[src/hdl/smpf_pkg.sv]
// smpf_pkg: shared types, codes and point arithmetic for the smooth path flattener.
// Used by smpf_ctrl, smpf_datapath, smooth_path_flattener_top and the testbench. No dependencies.
package smpf_pkg;

   localparam logic [1:0] KIND_MOVE  = 2'd0;
   localparam logic [1:0] KIND_LINE  = 2'd1;
   localparam logic [1:0] KIND_CLOSE = 2'd2;

   localparam logic [1:0] CSR_SMOOTH = 2'd0;
   localparam logic [1:0] CSR_CLOSED = 2'd1;
   localparam logic [1:0] CSR_DEPTH  = 2'd2;

   // action bits of one transaction, served lowest first
   localparam int ACT_DRAW_START = 0;
   localparam int ACT_PIECE_A    = 1;
   localparam int ACT_PIECE_B    = 2;
   localparam int ACT_PIECE_C    = 3;
   localparam int ACT_DRAW_END   = 4;
   localparam int ACT_CLOSE      = 5;
   localparam int ACT_COUNT      = 6;

   localparam logic [13:0] NEAR_LIMIT = 14'd4096;

   typedef enum logic [1:0] {
      PIECE_LAST3 = 2'd0,  // (before previous, previous, point)
      PIECE_WRAP1 = 2'd1,  // (previous, point, first) or (p, p, p)
      PIECE_WRAP2 = 2'd2   // (point, first, second)
   } piece_sel_type;

   typedef struct packed {
      logic [31:0] x;
      logic [31:0] y;
   } pt_type;

   typedef struct packed {
      logic          take;
      logic          emit_pt;
      logic          emit_close;
      logic          load;
      piece_sel_type sel;
      logic          step;
      logic          finish;
   } cmd_type;

   typedef struct packed {
      logic [1:0] seen;
      logic       fin;
      logic       smooth;
      logic       closed;
      logic       started;
      logic       busy;
      logic       can_emit;
      logic       out_free;
   } status_type;

   // (a+b)/2, truncating toward zero
   function automatic logic [31:0] half_c(input logic [31:0] a, input logic [31:0] b);
      logic [32:0] s;
      logic [32:0] t;
      s = {a[31], a} + {b[31], b};
      t = s + {32'd0, s[32]};
      return t[32:1];
   endfunction

   // (s+2c+e)/4, truncating toward zero
   function automatic logic [31:0] mid_c(input logic [31:0] s, input logic [31:0] c,
                                         input logic [31:0] e);
      logic [34:0] sum;
      logic [34:0] t;
      sum = {{3{s[31]}}, s} + {{2{c[31]}}, c, 1'b0} + {{3{e[31]}}, e};
      t   = sum + (sum[34] ? 35'd3 : 35'd0);
      return t[33:2];
   endfunction

   function automatic pt_type half_pt(input pt_type a, input pt_type b);
      pt_type r;
      r.x = half_c(a.x, b.x);
      r.y = half_c(a.y, b.y);
      return r;
   endfunction

   function automatic pt_type mid_pt(input pt_type s, input pt_type c, input pt_type e);
      pt_type r;
      r.x = mid_c(s.x, c.x, e.x);
      r.y = mid_c(s.y, c.y, e.y);
      return r;
   endfunction

   // squared distance above 4096 square units; big offsets short-cut the square
   function automatic logic far_apart(input pt_type a, input pt_type b);
      logic signed [32:0] dx;
      logic signed [32:0] dy;
      logic [32:0]        ndx;
      logic [32:0]        ndy;
      logic [6:0]         ax;
      logic [6:0]         ay;
      logic [13:0]        sq;
      logic               big;
      dx  = $signed({a.x[31], a.x}) - $signed({b.x[31], b.x});
      dy  = $signed({a.y[31], a.y}) - $signed({b.y[31], b.y});
      ndx = 33'(-dx);
      ndy = 33'(-dy);
      big = (dx > 33'sd64) || (dx < -33'sd64) || (dy > 33'sd64) || (dy < -33'sd64);
      ax  = dx[32] ? ndx[6:0] : dx[6:0];
      ay  = dy[32] ? ndy[6:0] : dy[6:0];
      sq  = 14'(ax * ax) + 14'(ay * ay);
      return big || (sq > NEAR_LIMIT);
   endfunction

endpackage

[src/hdl/smpf_ctrl.sv]
// smpf_ctrl: sequencer for one transaction: plans the action list, runs
// draws, pieces and close, then flushes. Depends on smpf_pkg.
module smpf_ctrl import smpf_pkg::*; (
   input  logic       clock,
   input  logic       reset,
   input  logic       req_valid,
   output logic       req_ready,
   input  status_type status,
   output cmd_type    cmd
);

   typedef enum logic [4:0] {
      ST_IDLE  = 5'b00001,
      ST_PLAN  = 5'b00010,
      ST_DISP  = 5'b00100,
      ST_SUB   = 5'b01000,
      ST_FLUSH = 5'b10000
   } state_type;

   state_type              state_ff, state_in;
   logic [ACT_COUNT-1:0]   todo_ff, todo_in;
   logic [ACT_COUNT-1:0]   plan;
   logic                   seen0;

   assign req_ready = (state_ff == ST_IDLE);
   assign seen0     = (status.seen == 2'd0);

   always_comb begin
      plan                 = '0;
      plan[ACT_DRAW_START] = !status.smooth || (seen0 && !status.closed);
      plan[ACT_PIECE_A]    = status.smooth && status.seen[1];
      plan[ACT_PIECE_B]    = status.smooth && status.fin && status.closed;
      plan[ACT_PIECE_C]    = status.smooth && status.fin && status.closed && !seen0;
      plan[ACT_DRAW_END]   = status.smooth && status.fin && !status.closed;
      plan[ACT_CLOSE]      = status.fin && status.closed && (status.smooth || !seen0);
   end

   always_comb begin
      state_in = state_ff;
      todo_in  = todo_ff;
      cmd      = '0;
      cmd.sel  = PIECE_LAST3;
      case (state_ff)
         ST_IDLE: begin
            if (req_valid) begin
               cmd.take = 1'b1;
               state_in = ST_PLAN;
            end
         end
         ST_PLAN: begin
            todo_in  = plan;
            state_in = ST_DISP;
         end
         ST_DISP: begin
            if (todo_ff == '0) begin
               state_in = ST_FLUSH;
            end else if (todo_ff[ACT_DRAW_START]) begin
               if (status.can_emit) begin
                  cmd.emit_pt             = 1'b1;
                  todo_in[ACT_DRAW_START] = 1'b0;
               end
            end else if (todo_ff[ACT_PIECE_A]) begin
               cmd.load             = 1'b1;
               cmd.sel              = PIECE_LAST3;
               todo_in[ACT_PIECE_A] = 1'b0;
               state_in             = ST_SUB;
            end else if (todo_ff[ACT_PIECE_B]) begin
               cmd.load             = 1'b1;
               cmd.sel              = PIECE_WRAP1;
               todo_in[ACT_PIECE_B] = 1'b0;
               state_in             = ST_SUB;
            end else if (todo_ff[ACT_PIECE_C]) begin
               cmd.load             = 1'b1;
               cmd.sel              = PIECE_WRAP2;
               todo_in[ACT_PIECE_C] = 1'b0;
               state_in             = ST_SUB;
            end else if (todo_ff[ACT_DRAW_END]) begin
               if (status.can_emit) begin
                  cmd.emit_pt           = 1'b1;
                  todo_in[ACT_DRAW_END] = 1'b0;
               end
            end else begin
               // close only once something was drawn
               if (!status.started) begin
                  todo_in[ACT_CLOSE] = 1'b0;
               end else if (status.can_emit) begin
                  cmd.emit_close     = 1'b1;
                  todo_in[ACT_CLOSE] = 1'b0;
               end
            end
         end
         ST_SUB: begin
            if (!status.busy) begin
               state_in = ST_DISP;
            end else if (status.can_emit) begin
               cmd.step = 1'b1;
            end
         end
         ST_FLUSH: begin
            if (status.out_free) begin
               cmd.finish = 1'b1;
               state_in   = ST_IDLE;
            end
         end
         default: begin
            state_in = ST_IDLE;
         end
      endcase
   end

   always_ff @(posedge clock) begin
      if (reset) begin
         state_ff <= ST_IDLE;
         todo_ff  <= '0;
      end else begin
         state_ff <= state_in;
         todo_ff  <= todo_in;
      end
   end

endmodule

[src/hdl/smpf_datapath.sv]
// smpf_datapath: path point storage, subdivision frame stack and the
// record hold/output registers. Depends on smpf_pkg.
module smpf_datapath import smpf_pkg::*; #(
   parameter int MAX_DEPTH = 4
) (
   input  logic        clock,
   input  logic        reset,
   input  logic [31:0] req_point_x,
   input  logic [31:0] req_point_y,
   input  logic        req_final_point,
   input  logic        csr_write_enable,
   input  logic [1:0]  csr_index,
   input  logic [3:0]  csr_wdata,
   input  cmd_type     cmd,
   output status_type  status,
   output logic        rsp_valid,
   input  logic        rsp_ready,
   output logic [31:0] rsp_out_x,
   output logic [31:0] rsp_out_y,
   output logic [1:0]  rsp_record_kind,
   output logic        rsp_run_end
);

   localparam int LW = $clog2(MAX_DEPTH + 1);
   localparam int SW = (MAX_DEPTH > 1) ? $clog2(MAX_DEPTH) : 1;

   // path state
   pt_type     p_ff, prev_ff, pbp_ff, first_ff, second_ff;
   logic [1:0] seen_ff;
   logic       fin_ff, started_ff;
   logic       smooth_ff, closed_ff;
   logic [3:0] depth_ff;

   // subdivision: current frame in registers, saved parents on the stack
   pt_type          cur_s_ff, cur_c_ff, cur_e_ff;
   logic [LW-1:0]   cur_lvl_ff;
   logic            cur_ph_ff;
   logic            busy_ff;
   logic [SW-1:0]   sp_ff;
   pt_type          stk_s_ff [MAX_DEPTH];
   pt_type          stk_c_ff [MAX_DEPTH];
   pt_type          stk_e_ff [MAX_DEPTH];
   logic [LW-1:0]   stk_lvl_ff [MAX_DEPTH];

   // output side
   pt_type     hold_pt_ff, out_pt_ff;
   logic [1:0] hold_kind_ff, out_kind_ff;
   logic       hold_v_ff, out_v_ff, out_end_ff;

   pt_type        mid, sa, sb, sc;
   logic          far_l, far_r, deep, out_free, can_emit;
   logic          rec_en, draw_en;
   pt_type        rec_pt;
   logic [1:0]    rec_kind;
   logic [LW-1:0] root_lvl;
   logic [SW-1:0] sp_dn;

   assign mid   = mid_pt(cur_s_ff, cur_c_ff, cur_e_ff);
   assign far_l = far_apart(cur_c_ff, cur_s_ff);
   assign far_r = far_apart(cur_c_ff, cur_e_ff);
   assign deep  = (cur_lvl_ff > LW'(1));
   assign sp_dn = sp_ff - SW'(1);

   assign out_free = !out_v_ff || rsp_ready;
   assign can_emit = !hold_v_ff || out_free;

   assign root_lvl = (depth_ff > 4'(MAX_DEPTH)) ? LW'(MAX_DEPTH) : LW'(depth_ff);

   always_comb begin
      case (cmd.sel)
         PIECE_LAST3: begin
            sa = pbp_ff; sb = prev_ff; sc = p_ff;
         end
         PIECE_WRAP1: begin
            if (seen_ff == 2'd0) begin
               sa = p_ff; sb = p_ff; sc = p_ff;
            end else begin
               sa = prev_ff; sb = p_ff; sc = first_ff;
            end
         end
         PIECE_WRAP2: begin
            sa = p_ff; sb = first_ff; sc = second_ff;
         end
         default: begin
            sa = p_ff; sb = p_ff; sc = p_ff;
         end
      endcase
   end

   always_comb begin
      draw_en  = cmd.emit_pt || (cmd.step && cur_ph_ff);
      rec_en   = draw_en || cmd.emit_close;
      rec_pt   = cmd.emit_close ? first_ff : (cmd.emit_pt ? p_ff : mid);
      rec_kind = cmd.emit_close ? KIND_CLOSE : (started_ff ? KIND_LINE : KIND_MOVE);
   end

   assign status.seen     = seen_ff;
   assign status.fin      = fin_ff;
   assign status.smooth   = smooth_ff;
   assign status.closed   = closed_ff;
   assign status.started  = started_ff;
   assign status.busy     = busy_ff;
   assign status.can_emit = can_emit;
   assign status.out_free = out_free;

   // config
   always_ff @(posedge clock) begin
      if (reset) begin
         smooth_ff <= 1'b0;
         closed_ff <= 1'b1;
         depth_ff  <= 4'd4;
      end else if (csr_write_enable) begin
         case (csr_index)
            CSR_SMOOTH: smooth_ff <= csr_wdata[0];
            CSR_CLOSED: closed_ff <= csr_wdata[0];
            CSR_DEPTH:  depth_ff  <= csr_wdata;
            default: ;
         endcase
      end
   end

   // path state
   always_ff @(posedge clock) begin
      if (reset) begin
         seen_ff    <= 2'd0;
         started_ff <= 1'b0;
         prev_ff    <= '0;
         pbp_ff     <= '0;
         first_ff   <= '0;
         second_ff  <= '0;
      end else begin
         if (cmd.take) begin
            if (seen_ff == 2'd0) begin
               first_ff   <= {req_point_x, req_point_y};
               started_ff <= 1'b0;
            end
            if (seen_ff == 2'd1) second_ff <= {req_point_x, req_point_y};
         end
         if (draw_en) started_ff <= 1'b1;
         if (cmd.finish) begin
            pbp_ff  <= prev_ff;
            prev_ff <= p_ff;
            if (fin_ff) begin
               seen_ff    <= 2'd0;
               started_ff <= 1'b0;
            end else if (seen_ff != 2'd3) begin
               seen_ff <= seen_ff + 2'd1;
            end
         end
      end
   end

   always_ff @(posedge clock) begin
      if (cmd.take) begin
         p_ff   <= {req_point_x, req_point_y};
         fin_ff <= req_final_point;
      end
   end

   // subdivision walker
   always_ff @(posedge clock) begin
      if (reset) begin
         busy_ff <= 1'b0;
      end else if (cmd.load) begin
         busy_ff <= (root_lvl != '0);
      end else if (cmd.step && cur_ph_ff && !(far_r && deep) && sp_ff == '0) begin
         busy_ff <= 1'b0;
      end
   end

   always_ff @(posedge clock) begin
      if (cmd.load) begin
         cur_s_ff   <= half_pt(sa, sb);
         cur_c_ff   <= sb;
         cur_e_ff   <= half_pt(sb, sc);
         cur_lvl_ff <= root_lvl;
         cur_ph_ff  <= 1'b0;
         sp_ff      <= '0;
      end else if (cmd.step) begin
         if (!cur_ph_ff) begin
            if (far_l && deep) begin
               stk_s_ff[sp_ff]   <= cur_s_ff;
               stk_c_ff[sp_ff]   <= cur_c_ff;
               stk_e_ff[sp_ff]   <= cur_e_ff;
               stk_lvl_ff[sp_ff] <= cur_lvl_ff;
               sp_ff             <= sp_ff + SW'(1);
               cur_c_ff          <= half_pt(cur_s_ff, cur_c_ff);
               cur_e_ff          <= mid;
               cur_lvl_ff        <= cur_lvl_ff - LW'(1);
            end else begin
               cur_ph_ff <= 1'b1;
            end
         end else if (far_r && deep) begin
            cur_s_ff   <= mid;
            cur_c_ff   <= half_pt(cur_c_ff, cur_e_ff);
            cur_lvl_ff <= cur_lvl_ff - LW'(1);
            cur_ph_ff  <= 1'b0;
         end else if (sp_ff != '0) begin
            // resume the parent with its left half done
            cur_s_ff   <= stk_s_ff[sp_dn];
            cur_c_ff   <= stk_c_ff[sp_dn];
            cur_e_ff   <= stk_e_ff[sp_dn];
            cur_lvl_ff <= stk_lvl_ff[sp_dn];
            cur_ph_ff  <= 1'b1;
            sp_ff      <= sp_dn;
         end
      end
   end

   // one record held back so the last one can carry run_end
   always_ff @(posedge clock) begin
      if (reset) begin
         hold_v_ff <= 1'b0;
         out_v_ff  <= 1'b0;
      end else begin
         if (rec_en) begin
            hold_v_ff <= 1'b1;
            if (hold_v_ff) out_v_ff <= 1'b1;
            else if (rsp_ready) out_v_ff <= 1'b0;
         end else if (cmd.finish) begin
            hold_v_ff <= 1'b0;
            if (hold_v_ff) out_v_ff <= 1'b1;
            else if (rsp_ready) out_v_ff <= 1'b0;
         end else if (rsp_ready) begin
            out_v_ff <= 1'b0;
         end
      end
   end

   always_ff @(posedge clock) begin
      if (rec_en) begin
         hold_pt_ff   <= rec_pt;
         hold_kind_ff <= rec_kind;
      end
      if ((rec_en || cmd.finish) && hold_v_ff) begin
         out_pt_ff   <= hold_pt_ff;
         out_kind_ff <= hold_kind_ff;
         out_end_ff  <= cmd.finish;
      end
   end

   assign rsp_valid       = out_v_ff;
   assign rsp_out_x       = out_pt_ff.x;
   assign rsp_out_y       = out_pt_ff.y;
   assign rsp_record_kind = out_kind_ff;
   assign rsp_run_end     = out_end_ff;

endmodule

[src/hdl/smooth_path_flattener_top.sv]
// Smooth path flattener top: point stream in, move/line/close records out.
// A point is taken and planned, then its draws, pieces and close run and it is flushed;
// a smooth point also waits for the walker (load, then the frames of each piece).
// One transaction at a time: a new point is taken only once the current one is
// flushed. Output stalls stretch each transaction.
// Reset: synchronous active high; registers back to smooth 0, closed 1, depth 4.
module smooth_path_flattener_top import smpf_pkg::*; #(
   parameter int MAX_DEPTH = 4
) (
   input  logic        clock,
   input  logic        reset,
   // point transactions
   input  logic        req_valid,
   output logic        req_ready,
   input  logic [31:0] req_point_x,
   input  logic [31:0] req_point_y,
   input  logic        req_final_point,
   // record transactions
   output logic        rsp_valid,
   input  logic        rsp_ready,
   output logic [31:0] rsp_out_x,
   output logic [31:0] rsp_out_y,
   output logic [1:0]  rsp_record_kind,
   output logic        rsp_run_end,
   // register writes
   input  logic        csr_write_enable,
   input  logic [1:0]  csr_index,
   input  logic [3:0]  csr_wdata
);

   cmd_type    cmd;
   status_type status;

   // controller: decides which draws, pieces and close a point causes
   smpf_ctrl u_ctrl (
      .clock     (clock),
      .reset     (reset),
      .req_valid (req_valid),
      .req_ready (req_ready),
      .status    (status),
      .cmd       (cmd)
   );

   // datapath: point store, subdivision walker, output registers
   smpf_datapath #(.MAX_DEPTH(MAX_DEPTH)) u_dp (
      .clock            (clock),
      .reset            (reset),
      .req_point_x      (req_point_x),
      .req_point_y      (req_point_y),
      .req_final_point  (req_final_point),
      .csr_write_enable (csr_write_enable),
      .csr_index        (csr_index),
      .csr_wdata        (csr_wdata),
      .cmd              (cmd),
      .status           (status),
      .rsp_valid        (rsp_valid),
      .rsp_ready        (rsp_ready),
      .rsp_out_x        (rsp_out_x),
      .rsp_out_y        (rsp_out_y),
      .rsp_record_kind  (rsp_record_kind),
      .rsp_run_end      (rsp_run_end)
   );

   // walker only steps on a live frame
   a_step_busy: assert property (@(posedge clock) disable iff (reset)
      cmd.step |-> status.busy) else $error("step without active frame");

   // flush needs a free output slot or the held record would be lost
   a_finish_free: assert property (@(posedge clock) disable iff (reset)
      cmd.finish |-> status.out_free) else $error("flush into full output");

   // one datapath command per cycle
   a_one_cmd: assert property (@(posedge clock) disable iff (reset)
      $onehot0({cmd.take, cmd.emit_pt, cmd.emit_close, cmd.load, cmd.step, cmd.finish}))
      else $error("overlapping commands");

   // no new point until the current transaction is flushed
   a_seq: assert property (@(posedge clock) disable iff (reset)
      (req_valid && req_ready) |=> !req_ready) else $error("point taken while busy");

endmodule

[config.mk]
export PLATFORM = sky130hd
export DESIGN_NAME = smooth_path_flattener_top
export DESIGN_NICKNAME = d
export VERILOG_FILES = /design/src/hdl/smpf_pkg.sv /design/src/hdl/smpf_ctrl.sv /design/src/hdl/smpf_datapath.sv /design/src/hdl/smooth_path_flattener_top.sv
export SDC_FILE = /design/constraint.sdc
export NUM_CORES = 2
export LEC_CHECK = 0
export ABC_CLOCK_PERIOD_IN_PS = 39600
export BUFFER_PORTS_ARGS = -buffer_cell sky130_fd_sc_hd__buf_2
export CORE_UTILIZATION = 25
export DETAILED_ROUTE_END_ITERATION = 10
export GPL_ROUTABILITY_DRIVEN = 0
export PLACE_DENSITY = 0.48
export SYNTH_ARGS = -nofsm -noshare
export SYNTH_HDL_FRONTEND = slang
export SYNTH_SLANG_ARGS = --single-unit
[constraint.sdc]
create_clock -name clock -period 39.6 [get_ports clock]
set_input_delay 7.92 -clock clock [delete_from_list [all_inputs] [get_ports clock]]
set_output_delay 7.92 -clock clock [all_outputs]
set_load 0.01 [all_outputs]
==> results.sh <==
export IMPL_place_hpwl_um=261000
export IMPL_cts_resized=0
export IMPL_power_switching_uw=903
export IMPL_synth_top_area_frac=0.356
export IMPL_fin_area_mm2=0.111
export IMPL_combPwrFrac=0.083
export IMPL_clk_pin_slew_worst_paths_ns=0.06
export IMPL_avgSynthCellArea_um2=10.1
export IMPL_netlist_instances=9788
export IMPL_clock_root_buffer="clkbuf_16"
export IMPL_port_buffers=144
export IMPL_setup_viol=0
export IMPL_final_nets=10600
export IMPL_vias=78100
export IMPL_rows=230
export IMPL_initial_utilization=0.251
export IMPL_ios=145
export IMPL_max_cap_violations=0
export IMPL_placed_area_mm2=0.106
export IMPL_via_per_inst=5.17
export IMPL_ys_warn_count=0
export IMPL_synth_area_leaders="edfxtp_1 (36%), ha_1 (7.2%), dfxtp_1 (5.7%)"
export IMPL_startpoint_type="register"
export IMPL_ir_drop_v=0.0000325
export IMPL_max_stage_delay_ns=0.82
export IMPL_drive_gt1_frac=0.0902
export IMPL_status="finished, final reports clean"
export IMPL_finalSetupTns_ns=0
export IMPL_hold_viol=0
export IMPL_timing_fmax_mhz=74.7
export IMPL_wire_per_inst_um=23.6
export IMPL_syn_area_mm2=0.0989
export IMPL_die_y_um=631
export IMPL_fp_dieW_um=631
export IMPL_cts_hold_fix_buffers=0
export IMPL_crit_top_cell="fa_1"
export IMPL_grt_use_met3=0.0189
export IMPL_critPathBufInv=5
export IMPL_max_slew_margin=0.113
export IMPL_syn_num_nets=10600
export IMPL_critical_path_class="register to register"
export IMPL_use_met2=0.281
export IMPL_h_tree_depth=4
export IMPL_p_leak_uw=0.0402
export IMPL_yosysTopAreaCell="edfxtp_1"
export IMPL_worst_setup_path_end_kind="register"
export IMPL_fin_skew_ns=0.0711
export IMPL_ys_ff_latch=1455
export IMPL_synthArstFlopShare=0
export IMPL_met1_usage=0.237
export IMPL_ant_nets=0
export IMPL_overflow=0
export IMPL_clock_sinks=1455
export IMPL_dr_pass1_iters=8
export IMPL_cts_setup_buffers=0
export IMPL_seqPwrFrac=0.484
export IMPL_die_area_mm2=0.398
export IMPL_critical_path_arrival_ns=13.89
export IMPL_crit_family="adder cells"
export IMPL_cp_slowest_cell="nor2_1"
export IMPL_drv_slew=0
export IMPL_antenna_found_initial=13
export IMPL_groute_usage_overall=0.173
export IMPL_core_mm2=0.393
export IMPL_rsz0062_at_grt="no"
export IMPL_grt_max_degree=136
export IMPL_p_int_uw=2640
export IMPL_synth_main_ff_cell="edfxtp_1"
export IMPL_swShare=0.254
export IMPL_seq_area_frac_synth=0.413
export IMPL_grt_pass1_wl_um=517000
export IMPL_synth_enable_flop_cells=1173
export IMPL_insertion_delay_ns=0.85
export IMPL_numCtsBuffers=163
export IMPL_grt_busiest_layer="met2"
export IMPL_syn2layout_area_growth_pct=12.1
export IMPL_ys_types=112
export IMPL_drt_iter0_drc=7838
export IMPL_critPathMaxFanout=44
export IMPL_cp_required_ns=40.11
export IMPL_p_clk_frac=0.434
export IMPL_drt_total_wl_um=357000
export IMPL_worst_pin_slew_ns=1.31
export IMPL_min_path_type="register to register"
export IMPL_p_per_area_mw_per_mm2=32.0
export IMPL_cts_buffer_depth=4
export IMPL_period_minus_slack_ns=13.39
export IMPL_fin_crit_sh=0.338
export IMPL_cts_tree="done"
export IMPL_grt_pass1_vias=74100
export IMPL_drc=0
[Yosys cell counts, drive strengths merged, types with 67 or more instances]
library cell,count
a211oi,129
a21o,164
a21oi,845
a22o,136
a22oi,86
a31oi,78
and2,80
and3,72
buf,98
clkbuf,381
dfxtp,282
edfxtp,1173
fa,176
ha,566
inv,544
mux2i,182
mux4,195
nand2,1065
nand2b,93
nand3,174
nand4,98
nor2,643
nor2b,100
nor3,196
nor4,86
o211ai,67
o21ai,457
xnor2,469
xor2,211
[cell families after synthesis]
family	after synthesis	share of synthesized area
mux	387	0.0640
compound gates	2593	0.174
flops	1455	0.413
fa+ha+maj	742	0.107
xor+xnor	681	0.0605
simple gates	2901	0.141
buf+inv	1029	0.0405
[through the flow]
| stage | utilization | total power, uW | setup WS (ns) | hold slack (ns) | std cells |
|---|---|---|---|---|---|
| after floorplan | - | 1930 | 16.92 | 0.400 | 9788 |
| after global placement | 0.269 | 2040 | 26.23 | 0.403 | 14800 |
| after detailed placement | 0.269 | 2040 | 26.19 | 0.405 | 14800 |
| after CTS | 0.282 | 3580 | 26.08 | 0.419 | 15100 |
| after global routing | 0.282 | 3660 | 25.22 | 0.422 | 15100 |
| final | 0.282 | 3550 | 26.21 | 0.411 | 15100 |
[final cells by class]
class / instances / area (um^2)
fillers: 41500 / 282000
multi-input cells: 7304 / 54200
flip-flops and latches: 1455 / 40900
well taps: 5220 / 6530
clock buffers: 185 / 4260
inverters: 550 / 2070
repair buffers: 288 / 1900
clock inverters: 99 / 932
diodes: 9 / 22.5
[metal layers]
layer,wire [um],vias up
met5,0,-
met2,164000,2444
li1,-,36300
met4,14200,0
met1,160000,38900
met3,19200,457
[worst register-to-register path, delay by kind of cell, from the launching register on]
| family | cells | cell delay [ns] |
|---|---|---|
| muxes | 2 | 0.47 |
| AOI/OAI and AO/OA | 10 | 3.37 |
| and+or+nand+nor | 8 | 2.46 |
| buffers and inverters | 5 | 1.69 |
| xor gates and xnor gates | 2 | 0.75 |
| DFF | 1 | 0.56 |
| adders and majority gates | 8 | 3.83 |
[state kept, by name, indices dropped and copies added (netlist names), 3 cells and up]
name / count
u_dp.stk_c_ff: 256
u_dp.stk_e_ff: 256
u_dp.stk_s_ff: 256
u_dp.cur_c_ff: 64
u_dp.cur_e_ff: 64
u_dp.cur_s_ff: 64
u_dp.first_ff: 64
u_dp.hold_pt_ff: 64
u_dp.p_ff: 64
u_dp.pbp_ff: 64
u_dp.prev_ff: 64
u_dp.second_ff: 64
u_dp.rsp_out_x: 32
u_dp.rsp_out_y: 32
u_dp.stk_lvl_ff: 12
u_ctrl.todo_ff: 6
u_ctrl.state_ff: 5
u_dp.depth_ff: 4
u_dp.cur_lvl_ff: 3
[power by group through the flow]
stage	registers [uW]	logic [uW]	clock network, uW
final	1720	293	1540
after global routing	1720	318	1620
after CTS	1710	295	1570
after detailed placement	1750	294	0
after global placement	1750	292	0
after floorplan	1730	195	0
[path summary, 6_finish.rpt]
kind                            end  cells after the start                start  slack (ns)
hold / removal    u_dp.rsp_out_x[1]                      0  u_dp.hold_pt_ff[33]        0.41
hold reg to reg   u_dp.rsp_out_x[1]                      0  u_dp.hold_pt_ff[33]        0.41
setup / recovery  u_dp.cur_s_ff[16]                     35    u_dp.cur_c_ff[18]       26.21
setup reg to reg  u_dp.cur_s_ff[16]                     35    u_dp.cur_c_ff[18]       26.21
[placed cells by master, fill, tap and decap left out, types with 176 or more instances in the layout]
cell type and n:
a21oi_1 841, dfxtp_1 280, edfxtp_1 1173, fa_1 176
ha_1 563, inv_1 541, mux2i_1 182, mux4_2 195
nand2_1 1057, nor2_1 641, nor3_1 193, o21ai_0 397
xnor2_1 467, xor2_1 211
Power figures use the tool's default switching activity.
